`src/rtl/core/dwa_ram.sv`:
```
// Generic single-write, single-read RAM with registered read data.
// Depends on nothing; width and depth are parameters.
module dwa_ram #(
	parameter int WIDTH = 8,
	parameter int DEPTH = 16
) (
	input  logic                     clk,
	input  logic                     we,
	input  logic [$clog2(DEPTH)-1:0] waddr,
	input  logic [WIDTH-1:0]         wdata,
	input  logic                     re,
	input  logic [$clog2(DEPTH)-1:0] raddr,
	output logic [WIDTH-1:0]         rdata
);

	logic [WIDTH-1:0] mem [DEPTH];

	always_ff @(posedge clk) begin
		if (we) begin
			mem[waddr] <= wdata;
		end
		if (re) begin
			rdata <= mem[raddr];
		end
	end

endmodule

```
`config.mk`:
```
export PLATFORM = sky130hd
export DESIGN_NAME = dwa_ram
export DESIGN_NICKNAME = d
export VERILOG_FILES = /design/src/rtl/core/dwa_ram.sv
export SDC_FILE = /design/constraint.sdc
export NUM_CORES = 1
export LEC_CHECK = 0
export BUFFER_PORTS_ARGS = -buffer_cell sky130_fd_sc_hd__buf_2
export CELL_PAD_IN_SITES_DETAIL_PLACEMENT = 0
export CELL_PAD_IN_SITES_GLOBAL_PLACEMENT = 1
export CORE_MARGIN = 5
export CORE_UTILIZATION = 45
export DETAILED_ROUTE_END_ITERATION = 10
export GPL_TIMING_DRIVEN = 0
export PLACE_DENSITY_LB_ADDON = 0.1
export SYNTH_ARGS = -nofsm -noshare
export SYNTH_HDL_FRONTEND = slang
export SYNTH_SLANG_ARGS = --single-unit
export TNS_END_PERCENT = 5
```
`constraint.sdc`:
```
create_clock -name clk -period 2.1 [get_ports clk]
set_input_delay 0.21 -clock clk [delete_from_list [all_inputs] [get_ports clk]]
set_output_delay 0.21 -clock clk [all_outputs]
set_load 0.05 [all_outputs]
```
# --- Yosys cells after proc, flatten, opt, wreduce, memory -nomap -nowiden ---
# Memory sizes are Yosys's and may differ from the RTL's. A register that Yosys moved wholly into a read port is not among the register bits.
# Index checks and enable logic that the tools add are counted.
totals:
  regBits: 0
  mem_count: 1
  word_cells: 3
  inputBits: 19
  output_inout_bits: 8
  mem_bits_rw: 128
memory_table:
  columns: ["name", "depth", "width", "read_ports", "rd_ports_with_merged_regs", "wr", "line_no", "text"]
  rows:
  - ["mem", 16, 8, 1, 1, 1, "16", "logic [WIDTH-1:0] mem [DEPTH];"]
op_classes:
  mux: 2
op_table:
  columns: ["operator", "count"]
  rows:
  - ["$mux W1", 2]

# --- Depth between registers and ports, before layout ---
# Gate-level depths: netlist (run 1).
logic_depth:
  ltp_word: 2
  ltp_mapped: 5
  depth_no_buf: 3

# --- Worst setup path before layout (run 1) ---
# Ideal clock, no wire load.
synth_path:
  path_kind: "input port to flip-flop"
  startpoint: "in waddr[2]"
  endpoint: "mem mem[0][0] (enable)"
  stages: 2
  setup_ns: 0.383
  setup_slack_ns: 0.397
  arrival_ns: 1.320
  n_path_buf: 0
  t_required_ns: 1.717
  cell_sequence: "or3b_2 nor3_1"
synth_lines:
  columns: ["item", "line_no", "text"]
  rows:
  - ["from (decl)", "9", "input logic [$clog2(DEPTH)-1:0] waddr,"]
  - ["to (decl)", "16", null]
# No word-level cell before the write port.

# --- Worst setup path in the final report (run 1) ---
layout_path:
  startpoint: "in waddr[2]"
  endpoint: "mem mem[0][7] (enable)"
# No word-level cell before the write port.

==> results of run 1 <==
==> power by group through the flow <==
stage	registers [mW]	logic, mW	clock network (mW)
6_report	3.07	0.333	3.11
5_1_grt	3.08	0.357	3.29
4_1_cts	3.07	0.339	3.15
3_5_place_dp	3.13	0.338	0
3_3_place_gp	3.13	0.333	0
2_1_floorplan	3.17	0.154	0
==> per-layer routing <==
metal,part of all wire (%),GRT usage (%),up-vias
met2,49,23.1,41
met3,3.4,3.99,2
li1,-,-,1071
met5,0,0,-
met1,47,21.0,1214
met4,0.29,4.30,0
==> area by class of cell <==
type	instances	area, um2
clock buffer	17	425
sequential	136	4080
fill	894	5260
buffer	10	86.3
clock inverter	15	206
tap	143	179
timing repair buffer	25	125
multi-input combinational	83	1060
==> registers in the layout (all words and copies together), names as in the netlist <==
signal  flops
mem       128
rdata       8
==> metrics by stage <==
step | total power [mW] | hold slack [ps] | instances | instance area (um2)
4_1_cts | 6.56 | 160 | 429 | 6160
3_3_place_gp | 3.46 | 568 | 397 | 5530
3_5_place_dp | 3.47 | 577 | 397 | 5530
6_report | 6.52 | 169 | 429 | 6160
2_1_floorplan | 3.33 | 309 | 229 | 5230
5_1_grt | 6.72 | 162 | 429 | 6160
==> placed cells by master (no fill, tap or decap), types with 4 or more instances in the layout <==
| cell type | count |
|---|---|
| edfxtp_1 | 136 |
| clkinv_2 | 5 |
| bufinv_16 | 5 |
| nand2_1 | 9 |
| clkbuf_16 | 17 |
| mux4_1 | 14 |
| mux4_2 | 18 |
| nor2_1 | 13 |
| a22oi_1 | 16 |
| buf_2 | 28 |
| nor3_1 | 4 |
==> worst reg2reg max path, delay by kind of cell (launching register included) <==
kind,cells,cell delay (ps)
simple gates,1,130
mux,1,510
flops,1,350
compound gates,1,310
==> cell families (layout without fill, tap and decap cells) <==
kind of cell / count (synthesis) / in the layout
buf+inv: 10 / 67
simple gates: 35 / 35
mux: 32 / 32
flops: 136 / 136
compound gates: 16 / 16
==> worst paths after layout <==
kind,start,endpoint,slack (ps),cells after the start
min reg2reg,mem[11][2]$_DFFE_PP_,rdata[2]$_DFFE_PP_,760,3
min,re,rdata[4]$_DFFE_PP_,170,1
max reg2reg,mem[15][7]$_DFFE_PP_,rdata[7]$_DFFE_PP_,520,3
max,waddr[2],mem[0][7]$_DFFE_PP_,240,3
==> impl_results.md, run 1 <==
- Clk_skew: 6.10 ps
- Post-Synth Simple-Gate Area: between 3 and 4%
- ANT cells: 0
- Pre-antenna DRT Iters: 4
- Worst-Margin Slew: about 1300 ps
- CP Class: in -> reg
- Nets: 292
- Post-Syn Nets: roughly 250
- # hold bufs at CTS: 0
- Total track usage: 14.9%
- FMAX: ~540 MHz
- Slowest Stage Delay on Critical Path: 1010 ps
- Row Count: 39
- DP Worst Slack: -148 ps
- Top post-synthesis cells by area: edfxtp_1 (78%), mux4_2 (7.8%), mux4_1 (7.0%)
- RSZ-0062 raised after global routing: false
- Final Util: 54.0%
- Seq pwr share: between 40% and 50%
- Vias in the first global route: between 2000 and 2500
- Vias: 2328
- Slew Viols, Final: 0
- Worst path required time: approximately 2100 ps
- Setup TNS: 0 ps
- Initial Util: 45.8%
- Syn Area/Cell: between 20 and 25 um2
- Most common cell in the netlist: edfxtp_1
- Startpoint class of the critical path: primary input
- Tmin final: between 1500 and 2000 ps
- Commonest cells in the synthesized netlist: edfxtp_1 (136), mux4_2 (18), a22oi_1 (16), mux4_1 (14), nor2_1 (13)
- Vert. Die Dim: roughly 120 um
- FFs w/ async S/R, synth: 0%
- Residual DRC: 0
- Post-synthesis compound-gate area fraction: under 10%
- Largest net degree at the start of global routing: 17
- Internal power: between 5 and 6 mW
- Area grow syn2layout: 17.9%
- Die X: between 100 and 150 um
- Status: complete, no violations
- Buf/Inv on CP: 1
- Slew margin rel.: between 10 and 15%
- Comb pwr share: under 10%
- Clock transition at path regs: roughly 50 ps
- H-tree levels: 4
- Ys Warns: 0
- Clk buf depth: 2
- Post-DP HPWL: 6.36 mm
- CTS Buf Count: 17
- Crit path cell chain: buf_2 > or3b_2 > nor3_1
- Routed vias/inst: ~5.4
- GRT Residual Overflow: 0
- PD cells: ~1100 nW/um2
- Clk_lat worst skew: ~400 ps
- Clock power share: 47.8%
- Mux contribution to synthesized area: between 10% and 20%
- Worst VDD drop: just under 0.5 mV
- Post-route setup slack: around 240 ps
- Main synth FF type: edfxtp_1
- Cells after Synth: approximately 230
- WL/cell: 23.3 um
- DRT iter0 DRCs: between 100 and 150
- Sw frac: between 10% and 20%
- Proportion of layout cells with a drive suffix above 1: 29.4%
- Endpoints failing setup: 0
- Count of distinct cell types in the synthesized netlist: 18
- HP Class: in -> reg
- Setup bufs post-CTS: 0
- CP max stage cell: nor3_1
- Post-Synth Adder-Cell Area: 0%
- Setup crit end kind: register
- Crit path arrival time: between 1500 and 2000 ps
- Max Cap Viol: 0
- Tcrit/Tclk final: 88.5%
- Register area share after synthesis: 78.1%
- Top cell type's share of synthesized area: between 70% and 80%
- Initial antenna violation count: 0
- Post-synthesis instance area: 5230 um2
- # IOs: 27
- XOR/XNOR Fraction of Synth Area: 0%
- Combinational family with the most area after synthesis: multiplexers
- Detailed Route WL: around 10 mm
- Cell leakage power: 2.06 nW
- Switching power total: roughly 1.3 mW
- CP top delay family: simple AND/OR/NAND/NOR gates
- Root buffer cell: clkbuf_16
- Number of synthesized flops with an enable pin: between 100 and 150
- Crit path max fanout: 8
- Final Hold Fails: 0
- First-pass GRT wire length: 14.9 mm
- Core area: 11400 um2
- Clk sinks: 136
- Synth Register Bits: about 140
- RePlAce Congestion: around 0.72
- Die area: approximately 14000 um2
- PortBufs: 25
- Post-CTS resize count: 0
- Post-route ant nets: 0
- CTS tree: done
- Synth area leader: edfxtp_1
Power figures use the tool's default switching activity.
==> run 2: changes to the inputs <==
--- a/config.mk
+++ b/config.mk
@@ -8,6 +8,7 @@
 export BUFFER_PORTS_ARGS = -buffer_cell sky130_fd_sc_hd__buf_2
 export CELL_PAD_IN_SITES_DETAIL_PLACEMENT = 0
 export CELL_PAD_IN_SITES_GLOBAL_PLACEMENT = 1
+export CORE_ASPECT_RATIO = 1.2
 export CORE_MARGIN = 5
 export CORE_UTILIZATION = 45
 export DETAILED_ROUTE_END_ITERATION = 10
==> run 2 against run 1 <==
Setup slack better by 300 ps. Combinational power about the same. Maximum frequency rose by 19%. Critical path type unchanged. Critical endpoint is now mem[8][1]$_DFFE_PP_. Largest cell class unchanged.
==> impl_results.md, run 2 (synthesis gave the netlist of run 1 again) <==
- Critical register-to-register path endpoint: rdata[0]$_DFFE_PP_ (was rdata[7]$_DFFE_PP_)
- Pre-antenna DRT Iters: 4 (unchanged)
- RSZ-0062 raised after global routing: false (unchanged)
- Worst-Margin Slew: 1270 ps (was 1320 ps)
- Commonest non-fill, non-tap cell in the layout: edfxtp_1 (unchanged)
- Root buffer cell: clkbuf_16 (unchanged)
- Nets: 293 (was 292)
- Clk sinks: 136 (unchanged)
- Detailed Route WL: 10.2 mm (was 9.99 mm)
- Max reg flops: 128 (unchanged)
- Cell leakage power: 2.06 nW (about the same)
- Die X: 108 um (was 118 um)
- Vert. Die Dim: 128 um (was 118 um)
- CTS tree: done (unchanged)
- Routed vias/inst: 5.35 (was 5.43)
- GRT Residual Overflow: 0 (unchanged)
- Crit path arrival time: 1580 ps (was 1860 ps)
- Residual DRC: 0 (unchanged)
- Clock transition at path regs: 60 ps (was 50 ps)
- Tcrit/Tclk final: 74.3% (was 88.5%)
- Commonest cells after routing, fill and taps aside: edfxtp_1 (136), buf_2 (28), mux4_2 (18) (unchanged)
- Setup TNS: 0 ps (unchanged)
- Hold Path Depth: 1 (unchanged)
- Fin cells: 444 (was 429)
- ANT cells: 0 (unchanged)
- Worst VDD drop: 0.510 mV (was 0.483 mV)
- Vias in the first global route: 2522 (was 2446)
- Clk buf depth: 2 (unchanged)
- Max Cap Viol: 0 (unchanged)
- Setup bufs post-CTS: 0 (unchanged)
- Worst path required time: 2120 ps (was 2100 ps)
- Row Count: 43 (was 39)
- Proportion of layout cells with a drive suffix above 1: 29.3% (was 29.4%)
- Final Hold Fails: 0 (unchanged)
- Status: complete, no violations (unchanged)
- Post-CTS resize count: 0 (unchanged)
- Final Util: 54.0% (about the same)
- # fillers: 894 (unchanged)
- PD cells: 1060 nW/um2 (about the same)
- Worst reg-to-reg path cell count: 3 (unchanged)
- CTS Buf Count: 17 (unchanged)
- Vias: 2374 (was 2328)
- Crit path max fanout: 8 (unchanged)
- Clk_lat worst skew: 410 ps (was 400 ps)
- Core area: 11500 um2 (was 11400 um2)
- Die area: 13900 um2 (about the same)
- Internal reg-to-reg setup slack: 560 ps (was 520 ps)
- PnR Total Power: 6.55 mW (was 6.52 mW)
- Startpoint class of the critical path: primary input (unchanged)
- Post-route ant nets: 0 (unchanged)
- Initial Util: 45.6% (was 45.8%)
- Min-delay src: re (unchanged)
- Biggest regs: mem (128), rdata (8) (unchanged)
- CP Class: in -> reg (unchanged)
- WL/cell: 22.9 um (was 23.3 um)
- Area grow syn2layout: 18.4% (was 17.9%)
- Total track usage: 16.4% (was 14.9%)
- HP Class: in -> reg (unchanged)
- Final instance area: 6190 um2 (was 6160 um2)
- Cells after DPL: 411 (was 397)
- Endpoints failing setup: 0 (unchanged)
- # hold bufs at CTS: 0 (unchanged)
- Tmin final: 1560 ps (was 1860 ps)
- RePlAce Congestion: 0.680 (was 0.717)
- DRT iter0 DRCs: 127 (was 134)
- Placed Instance Area: 5550 um2 (was 5530 um2)
- First-pass GRT wire length: 15.5 mm (was 14.9 mm)
- H-tree levels: 4 (unchanged)
- # IOs: 27 (unchanged)
- Hold EP: rdata[3]$_DFFE_PP_ (was rdata[4]$_DFFE_PP_)
- R2R Path Start: mem[4][0]$_DFFE_PP_ (was mem[15][7]$_DFFE_PP_)
- Post-DP HPWL: 6.41 mm (was 6.36 mm)
- PortBufs: 25 (unchanged)
- Clk_skew: 11.7 ps (was 6.10 ps)
- Slew margin rel.: 14.7% (was 11.2%)
- Largest Register: mem (unchanged)
- FMAX: 641 MHz (was 538 MHz)
- Initial antenna violation count: 0 (unchanged)
- Setup crit end kind: register (unchanged)
- Largest net degree at the start of global routing: 17 (unchanged)
- Slew Viols, Final: 0 (unchanged)
==> run 2: cell count changes in the layout (fill, tap and decap cells not counted), sizes merged <==
cell | previous run | this run
clkinvlp | 2 | 3
buf | 32 | 33
inv | 1 | 0
==> run 2: worst max path at each step <==
stage | start | to | cells after the start
final | waddr[2] | mem[8][1]$_DFFE_PP_ | 3
after global routing | waddr[2] | mem[8][2]$_DFFE_PP_ | 3
after detailed placement | waddr[2] | mem[0][1]$_DFFE_PP_ | 3
after floorplan | waddr[2] | mem[0][0]$_DFFE_PP_ | 2
after global placement | waddr[2] | mem[0][1]$_DFFE_PP_ | 3
after CTS | waddr[2] | mem[0][5]$_DFFE_PP_ | 3
==> run 2: critical path, stage by stage <==
cell and delay [ps]:
buf_2 110, nand3b_1 240, nor3_1 1010
==> run 2: per-stage QoR <==
stage / hold slack, ps / worst slack [ps]
CTS: 132 / 197
floorplan: 309 / 397
finish: 143 / 541
detailed placement: 564 / -237
global placement: 564 / -205
global route: 137 / 450
==> run 2: routing by layer <==
metal	global-route usage (%)	part of all wire [%]	vias up
li1	-	-	1071
met1	22.6	45	1231
met2	24.7	48	60
met3	4.58	5.0	12
met4	6.76	1.9	0
met5	0	0	-
==> run 2: power by group <==
group / switching, mW / total, mW / internal, mW
sequential: 0.0125 / 3.07 / 3.06
clock: 1.06 / 3.14 / 2.08
combinational: 0.213 / 0.331 / 0.118
==> run 2: layout make-up <==
| cell class | instances | area [um2] | area share [%] |
|---|---|---|---|
| plain buffers | 10 | 86.3 | 1.39 |
| multi-input cells | 83 | 1060 | 17.1 |
| clock inverters | 15 | 208 | 3.36 |
| clock buffers | 17 | 425 | 6.87 |
| flip-flops and latches | 136 | 4080 | 66.0 |
| repair buffers | 26 | 133 | 2.14 |
| well taps | 157 | 196 | 3.17 |
