==> config.mk <==
export PLATFORM = sky130hd
export DESIGN_NAME = dwa_alphabet
export DESIGN_NICKNAME = d
export VERILOG_FILES = /design/src/rtl/core/dwa_pkg.sv /design/src/rtl/core/dwa_alphabet.sv
export SDC_FILE = /design/constraint.sdc
export NUM_CORES = 1
export LEC_CHECK = 0
export BUFFER_PORTS_ARGS = -buffer_cell sky130_fd_sc_hd__buf_2
export CAP_MARGIN = 20
export CORE_MARGIN = 2
export CORE_UTILIZATION = 28
export DETAILED_ROUTE_END_ITERATION = 8
export GPL_TIMING_DRIVEN = 0
export PLACE_DENSITY_LB_ADDON = 0.3
export SYNTH_ARGS = -nofsm -noshare
export SYNTH_HDL_FRONTEND = slang
export SYNTH_SLANG_ARGS = --single-unit
==> constraint.sdc <==
create_clock -name clk -period 1.5 [get_ports clk]
set_input_delay 0.075 -clock clk [delete_from_list [all_inputs] [get_ports clk]]
set_output_delay 0.075 -clock clk [all_outputs]
set_load 0.05 [all_outputs]
==> src/rtl/core/dwa_pkg.sv <==
// Package for the table-driven word acceptor.
// Holds the command and verdict codes and the fixed field widths.
// No dependencies.
package dwa_pkg;

	localparam int STATE_W  = 6;
	localparam int SYMIDX_W = 4;
	localparam int CHAR_W   = 8;
	localparam int TGT_W    = 7;
	localparam int COUNT_W  = 5;

	typedef enum logic [2:0] {
		CMD_ALPHA  = 3'd0,
		CMD_TRANS  = 3'd1,
		CMD_MARK   = 3'd2,
		CMD_SYMBOL = 3'd3,
		CMD_END    = 3'd4
	} cmd_t;

	typedef enum logic [1:0] {
		WHY_NONE      = 2'd0,
		WHY_UNKNOWN   = 2'd1,
		WHY_UNDEFINED = 2'd2,
		WHY_NOT_FINAL = 2'd3
	} why_t;

endpackage

==> src/rtl/core/dwa_alphabet.sv <==
// Alphabet store and parallel character match with first-slot priority.
// Depends on dwa_pkg for the character and count widths.
module dwa_alphabet #(
	parameter int MAX_SYMBOLS = 16
) (
	input  logic                               clk,
	input  logic                               we,
	input  logic [$clog2(MAX_SYMBOLS)-1:0]     waddr,
	input  logic [dwa_pkg::CHAR_W-1:0]         wdata,
	input  logic [dwa_pkg::CHAR_W-1:0]         ch,
	input  logic [dwa_pkg::COUNT_W-1:0]        count,
	output logic                               found,
	output logic [$clog2(MAX_SYMBOLS)-1:0]     slot
);

	localparam int SLOT_W = $clog2(MAX_SYMBOLS);

	logic [dwa_pkg::CHAR_W-1:0] alpha_q [MAX_SYMBOLS];
	logic [MAX_SYMBOLS-1:0]     hit;

	always_ff @(posedge clk) begin
		if (we) begin
			alpha_q[waddr] <= wdata;
		end
	end

	// Only the first count slots take part; a count beyond the store covers it all.
	always_comb begin
		for (int i = 0; i < MAX_SYMBOLS; i++) begin
			hit[i] = (32'(count) > i) && (alpha_q[i] == ch);
		end
	end

	// Lowest matching slot wins.
	always_comb begin
		found = 1'b0;
		slot  = '0;
		for (int i = MAX_SYMBOLS - 1; i >= 0; i--) begin
			if (hit[i]) begin
				found = 1'b1;
				slot  = SLOT_W'(i);
			end
		end
	end

endmodule

Yosys cells after proc, flatten, opt, wreduce, memory -nomap -nowiden --
Memory sizes are Yosys's and may differ from the RTL's. Index checks and enable logic that the tools add are counted.
Cells by class: equal/unequal tests 16, magnitude comparators 16, muxes and demuxes 34, reduce and logical (&&, ||, !) cells 16
Operators by type and width (count):
- $eq A8 B8 Y1 | 16
- $mux W4 | 16
- $gt A5 B4 Y1 const B | 8
- $gt A5 B3 Y1 const B | 4
- $mux W1 | 18
- $logic_and A1 B1 Y1 | 16
- $gt A5 B1 Y1 const B | 2
- $gt A5 B2 Y1 const B | 2
Word-level totals: bits in registers 0, memories 1, input bits 27, output and inout bits 5, word-level logic and storage cells 83, memory bits (writable) 128
Memory list:
- alpha_q | depth 16, width 8, read ports 16, clocked after Yosys merged registers in 0, write ports 1, RTL line dwa_alphabet.sv:18 | logic [dwa_pkg::CHAR_W-1:0] alpha_q [MAX_SYMBOLS];

Longest topological paths before layout --
Gate-level depths: netlist of the first run.
word-level depth 18, gate-level depth with buffers 8, gate-level depth less buffers 6

Least setup slack after synthesis of the first run --
Ideal clock, no wire load.
path type register -> output, start point memory alpha_q[11][6] (netlist name), end point output port slot[0], slack -638 ps, required time 1425 ps, cell stages (with the launch flop) 7, path buffers 0, arrival 2063 ps, path through edfxtp_1 > xnor2_1 > nand3_1 > or4_1 > a41oi_1 > a21oi_1 > o21ai_1
RTL lines:
- start, declared | RTL line dwa_alphabet.sv:18
- end, declared | RTL line dwa_alphabet.sv:13 | output logic [$clog2(MAX_SYMBOLS)-1:0] slot

==> reports/qor.yml, run 1 <==
hold_path_class: "in2reg"
dp_hpwl_um: 9750
setup_viol: 5
power.share.sequential_pct: 44.7
rsz0062_at_grt: "yes"
synth_common_cells: "128 x edfxtp_1, 85 x xnor2_1, 43 x xor2_1"
via_per_inst: 4.74
critPathArrivalTime_ps: 2320
finalHoldViolations: 0
path_max_fanout: 2
fillCellCount: 1990
grt_pass1_vias: 3534
largest_register: "alpha_q"
synth_area_leader_cell: "edfxtp_1"
gp_congestion: 0.794
io_buffers: 23
first_iter_violations: 282
cts_tree: "built"
overflow: 0
fin_area_um2: 7430
grt_pass1_wl_um: 22300
cp.buffers_inverters: 1
cts_buffers: 17
power_density_nw_per_um2: 1220
cts_root_buf: "clkbuf_16"
drc: 0
cts_buffer_depth: 2
netlist_area_um2: 6010
worst_setup_path_start_kind: "register"
period_minus_slack_ps: 2400
slew_viol_final: 0
antenna_found_initial: 0
min_period_over_period_pct: 160
wire_per_inst_um: 20.5
violations: "setup timing"
cap_violations: 0
yosysMostFrequentCell: "edfxtp_1"
via_count: 3577
crit_type: "reg2out"
area_growth_pct: 23.7
start_util_pct: 28.6
dieArea_um2: 22600
cpPeakStageDelay_ps: 400
endpoint_kind: "primary output"
grt_max_degree: 17
pwr-share-comb_pct: 7.9
ys_warn_count: 0
routed_wl_um: 15500
ys_async_sr_fraction_pct: 0
irDropWorstVdd_mv: 0.906
leakage_uw: 0.00239
core-area_um2: 21000
synth_top_area_share_pct: 64.0
p_total_uw: 9040
synth.area.top_cells: "edfxtp_1 64%, xnor2_1 12%, xor2_1 6.3%"
worst_pin_slew_ps: 1030
rows: 53
multiInputGateArea_um2: 2240
syn_avg_cell_area_um2: 14.3
crit_chain: "xor2_1, nor4_4, nand3_1, a221o_1, a21oi_2, o21ai_4, buf_6"
synth-edff-count: 128
h-tree-depth: 4
cp.required_ps: 1420
synth_nets: 447
cts_num_sinks: 128
drive_above_1_share_pct: 25.3
power.switching_uw: 1990
ys.flop_type: "edfxtp_1"
critPathTopFamily: "compound AO/OA/AOI/OAI gates"
clockPowerShare_pct: 47.4
die_width_um: 150
largest_reg_flops: 128
synth_cell_types: 43
relSlewSlack_pct: 30.7
drt_first_pass_iters: 7
ys_seq_area_share_pct: 64.0
num-nets-final: 493
p_int_uw: 7050
status: "finished with violations"
place_area_um2: 6550
setup_ws_ps: -896
postLayoutCoreUtil_pct: 35.4
largest_registers: "alpha_q x128"
clkSlewWorstSetupHoldPaths_ps: 60
swShare_pct: 22.0
max_freq_mhz: 417
die_y_um: 150
ios: 32
drtAntennaViolNets: 0
grt_usage_pct: 14.1
ff_latch_area_um2: 3840
cp_slowest_cell: "nor4_4"
synth_cells: 420
antenna_cells: 0
ys_seq_elements: 128
[stage by stage]
stage / hold slack, ps / cells / setup WS (ps) / setup TNS, ps
final: 131 / 754 / -896 / -4080
after global routing: 137 / 754 / -999 / -4620
after CTS: 126 / 752 / -927 / -4400
after detailed placement: 564 / 719 / -821 / -12170
after global placement: 560 / 718 / -792 / -11770
after floorplan: 174 / 420 / -250 / -963
[cell usage in the layout (no fill, tap or decap), types with 11 or more instances in the layout]
master,n
buf_2,22
buf_6,14
clkbuf_16,17
edfxtp_1,128
nand2_1,11
nand3_1,11
nand4_1,20
nor2_1,27
xnor2_1,77
xor2_1,41
[metal layers]
metal	part of all wire, %	track usage [%]	vias up
met5	0	0	-
met4	1.6	4.91	0
met3	4.8	2.64	19
met2	49	23.6	108
met1	44	18.3	1815
li1	-	-	1635
[cell type report]
type                       instances  area share (%)
sequential                       128            51.7
inverter                           1          0.0505
timing repair buffer              27            2.49
tap                              275            4.63
buffer                            19            2.66
clock buffer                      17            5.72
clock inverter                    15            2.61
multi-input combinational        272            30.1
[cell families (layout without fill, tap and decap cells)]
| kind of cell | after synthesis | in the layout | share of synthesized area (%) |
|---|---|---|---|
| buf+inv | 20 | 79 | 3.35 |
| flops | 128 | 128 | 64.0 |
| simple gates | 120 | 120 | 11.3 |
| xor+xnor | 128 | 128 | 18.7 |
| compound gates | 24 | 24 | 2.71 |
[final timing paths]
kind	start	endpoint	slack (ps)	cells after the start
min	wdata[3]	alpha_q[14][3]	130	1
max	alpha_q[14][7]	slot[0]	-900	7
[power groups by stage]
stage          Sequential (uW)  Combinational, uW  Clock (uW)
6_report                  4040                715        4280
2_1_floorplan             4110                429           0
4_1_cts                   4040                690        4330
3_5_place_dp              4120                672           0
3_3_place_gp              4110                668           0
5_1_grt                   4050                765        4480
[timing repair]
action	4_1_cts	5_1_grt
hold endpoints to repair	0	0
setup endpoints to repair	5	5
resized for setup	19	23
pin swaps	11	7
setup buffers	1	3
hold buffers	0	0
No activity file was read; power rests on OpenSTA's default activity.
==> run 2, diff against run 1 <==
- ABC_AREA: not set -> 1
==> reports/qor.yml, run 2 <==
crit_type: "reg2out"
rows: 55
first_iter_violations: 347
largest_reg_flops: 128
ys_seq_area_share_pct: 60.7
dp_hpwl_um: 11000
cts_root_buf: "clkbuf_16"
synth_cell_types: 40
setup_ws_ps: -1030
area_growth_pct: 20.3
die_y_um: 154
hold_path_class: "in2reg"
syn_avg_cell_area_um2: 11.2
antenna_found_initial: 0
cts_buffer_depth: 2
largest_register: "alpha_q"
fillCellCount: 2260
cts_num_sinks: 128
largest_registers: "alpha_q x128"
worstHoldEndpoint: "alpha_q[6][3]"
wire_per_inst_um: 18.2
routed_wl_um: 16500
dp.cells: 877
drtAntennaViolNets: 0
overflow: 0
netlist_area_um2: 6330
post-place-ws_ps: -924
setup_viol: 5
synth_area_leader_cell: "edfxtp_1"
ys_async_sr_fraction_pct: 0
synth.area.top_cells: "edfxtp_1 61%, nand2_1 6.5%, xor2_1 6.2%"
layout_common_cells: "128 x edfxtp_1, 103 x nand2_1, 58 x nor2_1, 45 x xor2_1, 41 x xnor2_1"
endpoint_kind: "primary output"
slew_viol_final: 0
cp.required_ps: 1420
start_util_pct: 28.2
relSlewSlack_pct: 37.9
critPathArrivalTime_ps: 2450
cts_setup_buffers: 0
holdCritStartpoint: "wdata[3]"
wl_met1_um: 7260
min_period_over_period_pct: 168
worst_setup_path_start_kind: "register"
num-nets-final: 638
die_width_um: 154
clkSlewWorstSetupHoldPaths_ps: 60
grt_pass1_wl_um: 24900
grt_pass1_vias: 4101
whs_path_depth: 1
via_per_inst: 4.63
grt_max_degree: 17
violations: "setup timing"
postLayoutCoreUtil_pct: 33.9
ys_seq_elements: 128
h-tree-depth: 4
leakage_uw: 0.00283
via_count: 4206
cts_tree: "built"
ios: 32
irDropWorstVdd_mv: 0.713
rsz0062_at_grt: "yes"
cap_violations: 0
period_minus_slack_ps: 2530
antenna_cells: 0
ys.flop_type: "edfxtp_1"
status: "finished with violations"
route.met3.wl_um: 710
ys_warn_count: 0
yosysMostFrequentCell: "edfxtp_1"
drt_first_pass_iters: 5
dieArea_um2: 23800
max_freq_mhz: 396
multiInputGateArea_um2: 2290
drive_above_1_share_pct: 19.7
synth_cells: 567
synth_nets: 594
synth_top_area_share_pct: 60.7
drc: 0
synth_common_cells: "128 x edfxtp_1, 109 x nand2_1, 60 x nor2_1"
grt_usage_pct: 14.5
ff_latch_area_um2: 3840
worst_pin_slew_ps: 927
final_common_cell: "edfxtp_1"
path_max_fanout: 3
power_density_nw_per_um2: 1210
route.top_layer_used: "met4"
fin_cells: 909
gp_congestion: 0.815
cts_buffers: 17
core-area_um2: 22400
synth-edff-count: 128
tns_ps: -4320
finalHoldViolations: 0
met2WireLength_um: 8270
io_buffers: 25
-- run 2: cell types whose count changed after synthesis, sizes merged, moves of 4 or more --
cell / change
or2: +12
xnor2: -42
nand3: +7
nand2: +101
a211oi: -4
nor4: -6
o21ai: +9
nor2: +34
nand2b: -5
inv: +45
nor3: +5
-- run 2: layer usage --
layer | vias up | GRT usage [%]
met1 | 2065 | 18.3
met5 | - | 0
met4 | 0 | 5.07
met2 | 102 | 25.2
met3 | 23 | 2.63
li1 | 2016 | -
-- run 2: logic make-up after synthesis --
family                 synth area share [%]
buffers and inverters                  5.41
AND/OR/NAND/NOR                        19.1
XOR/XNOR                               12.3
flip-flops                             60.7
AO/OA/AOI/OAI                          2.51
-- run 2: critical path, cell delays in order (launching register included) --
cell and delay [ps]:
edfxtp_1 410, nand2_1 110, nand2_1 60, nor2_1 110, nand3_1 80, nor2_1 110
nand2_1 80, nand2_1 80, nand2_1 70, nand2_1 60, nand2_1 60, nand2_1 90
nand2_1 60, nand2_1 50, nand2_1 50, nand2_1 50, nand2_1 50, nand2_1 70
nand2_2 60, a21oi_4 140, buf_6 170
-- run 2: through the flow --
step           instance area [um2]  power (uW)  hold WS [ps]
2_1_floorplan                 6390        4560           174
3_3_place_gp                  6870        4820           563
3_5_place_dp                  6870        4830           564
4_1_cts                       7580        9220           118
5_1_grt                       7610        9440           127
6_report                      7610        9180           125
-- run 2: worst max-delay path by stage --
stage                     endpoint      startpoint  slack, ps
after CTS                  slot[0]  alpha_q[15][2]      -1050
after detailed placement   slot[0]        count[4]       -920
after global placement     slot[0]        count[4]       -930
after floorplan            slot[0]  alpha_q[15][2]       -260
final                      slot[0]  alpha_q[15][1]      -1030
after global routing       slot[0]  alpha_q[15][4]      -1260
-- run 2: timing repair --
| item | in CTS | in global routing |
|---|---|---|
| pin swaps | 7 | 5 |
| hold buffers | 0 | 0 |
| resized for setup | 21 | 10 |
| endpoints found under the setup margin | 5 | 5 |
-- run 2: cell type report --
class	instances	share of cell area, %
timing repair buffer	25	2.05
tap	285	4.68
buffer	17	2.20
clock buffer	19	5.69
multi-input combinational	376	30.1
inverter	46	2.30
clock inverter	13	2.53
sequential	128	50.5
-- run 2: where the power goes --
part | internal [uW] | switching (uW)
clock network | 2920 | 1490
logic | 248 | 482
registers | 4020 | 27.0
total | 7180 | 2000
==> run 3, diff against run 2 <==
--- a/config.mk
+++ b/config.mk
@@ -7,5 +7,5 @@
 export LEC_CHECK = 0
 export ABC_AREA = 1
-export BUFFER_PORTS_ARGS = -buffer_cell sky130_fd_sc_hd__buf_2
+export BUFFER_PORTS_ARGS = -buffer_cell sky130_fd_sc_hd__buf_4
 export CAP_MARGIN = 20
 export CORE_MARGIN = 2
==> constraint.sdc (replaced) <==
create_clock -name clk -period 1.5 [get_ports clk]
set_input_delay 0.3 -clock clk [delete_from_list [all_inputs] [get_ports clk]]
set_output_delay 0.3 -clock clk [all_outputs]
set_load 0.05 [all_outputs]
==> reports/qor.yml, run 3 (same netlist as run 2, synthesis figures left out) <==
core-area_um2: 22400
critPathArrivalTime_ps: 2390
hold_path_class: "in2reg"
cap_violations: 0
cp_slowest_cell: "edfxtp_1"
grt_pass1_wl_um: 25300
via_count: 4192
worst_pin_slew_ps: 874
layout_common_cells: "128 x edfxtp_1, 105 x nand2_1, 57 x nor2_1, 45 x xor2_1, 40 x inv_1"
crit_chain: "nand2_1, nand2_1, nor2_1, nand3_1, nor2_1, nand2_1, nand2_1, nand2_1, nand2_1, nand2_1, nand2_1, nand2_1, nand2_1, nand2_1, nand2_1, nand2_1, nand2_1, nand2_2, a21oi_4, buf_6"
dp.cells: 877
via_per_inst: 4.60
post-place-ws_ps: -1190
grt_usage_pct: 14.7
cts_buffer_depth: 2
largest_register: "alpha_q"
cp.required_ps: 1200
cts_buffers: 17
relSlewSlack_pct: 41.5
fillCellCount: 2222
path_max_fanout: 3
die_y_um: 154
place_area_um2: 7020
antenna_found_initial: 0
min_period_over_period_pct: 179
largest_registers: "alpha_q x128"
finalHoldViolations: 0
setup_viol: 5
antenna_cells: 0
dieArea_um2: 23800
clkSlewWorstSetupHoldPaths_ps: 60
whs_path_depth: 1
wl_met1_um: 7360
route.top_layer_used: "met4"
h-tree-depth: 4
rows: 55
rsz0062_at_grt: "yes"
fin_area_um2: 7690
overflow: 0
drtAntennaViolNets: 0
first_iter_violations: 343
violations: "setup timing"
leakage_uw: 0.00287
cpMostUsedCell: "nand2_1"
area_growth_pct: 21.5
irDropWorstVdd_mv: 0.708
fin_cells: 911
max_freq_mhz: 372
crit_type: "reg2out"
cts_tree: "built"
cts_num_sinks: 128
route.met3.wl_um: 603
num-nets-final: 640
routed_wl_um: 17000
grt_max_degree: 17
period_minus_slack_ps: 2690
slew_viol_final: 0
die_width_um: 154
endpoint_kind: "primary output"
grt_pass1_vias: 4227
drt_first_pass_iters: 4
status: "finished with violations"
worst_setup_path_start_kind: "register"
setup_ws_ps: -1190
met2WireLength_um: 8600
drc: 0
final_common_cell: "edfxtp_1"
io_buffers: 25
ios: 32
cts_root_buf: "clkbuf_16"
drive_above_1_share_pct: 20.4
cpPeakStageDelay_ps: 410
largest_reg_flops: 128
power_density_nw_per_um2: 1130
wire_per_inst_um: 18.7
dp_hpwl_um: 11200
start_util_pct: 28.2
gp_congestion: 0.921
[run 3: cell types whose count changed in the layout (fill, tap and decap cells not counted), moves of 2 or more]
| cell | change |
|---|---|
| buf_4 | +21 |
| buf_2 | -21 |
| nand2_2 | -5 |
| clkinvlp_4 | +2 |
| nand2_1 | +2 |
| and2_1 | -2 |
| buf_8 | +6 |
| and2_4 | +2 |
| xnor2_2 | +3 |
| xnor2_1 | -3 |
| nand2_4 | +3 |
| buf_6 | -4 |
| bufinv_16 | -3 |
| clkinv_2 | +3 |
[run 3: worst paths after layout]
path / start / to / slack (ps)
hold / removal: wdata[7] / alpha_q[9][7] / 270
setup / recovery: alpha_q[15][1] / slot[0] / -1190
[run 3: stage by stage]
| stage | setup TNS [ps] | hold WS, ps | power [uW] | utilization (%) |
|---|---|---|---|---|
| final | -5420 | 270 | 8670 | 34.3 |
| after floorplan | -2940 | 399 | 4580 | - |
| after detailed placement | -24260 | 705 | 4870 | 31.3 |
| after global routing | -6090 | 264 | 8960 | 34.3 |
| after global placement | -19050 | 704 | 4860 | 31.3 |
| after CTS | -5670 | 265 | 8720 | 34.0 |
[run 3: layout make-up]
type / instances / area [um2] / share of cell area, %
plain buffers: 17 / 200 / 2.60
repair buffers: 27 / 221 / 2.88
clock inverters: 14 / 124 / 1.61
well taps: 285 / 357 / 4.64
flip-flops and latches: 128 / 3840 / 50.0
inverters: 46 / 175 / 2.28
multi-input cells: 376 / 2340 / 30.4
clock buffers: 18 / 429 / 5.58
[run 3: per-layer routing]
metal  GRT usage [%]  vias to the layer above
met5               0                        -
met4            6.66                        0
met3            2.49                       19
met2            25.3                       88
met1            18.2                     2066
li1                -                     2019
[run 3: worst max-delay path, delay by kind of cell (launching register included)]
kind                   cells  cell delay, ps
and+or+nand+nor           18            1280
AOI/OAI and AO/OA          1             140
buffers and inverters      1             170
DFF                        1             410
[run 3: what timing repair did]
action,in CTS,in global routing
hold endpoints to repair,0,0
setup endpoints to repair,5,5
resized for setup,8,15
pin swaps,7,7
cloned,0,0
buffers inserted,2,0
hold buffers,0,0
[run 3: report_power, final]
group	internal (uW)	switching (uW)
combinational	281	493
sequential	4010	28.8
clock	2400	1450
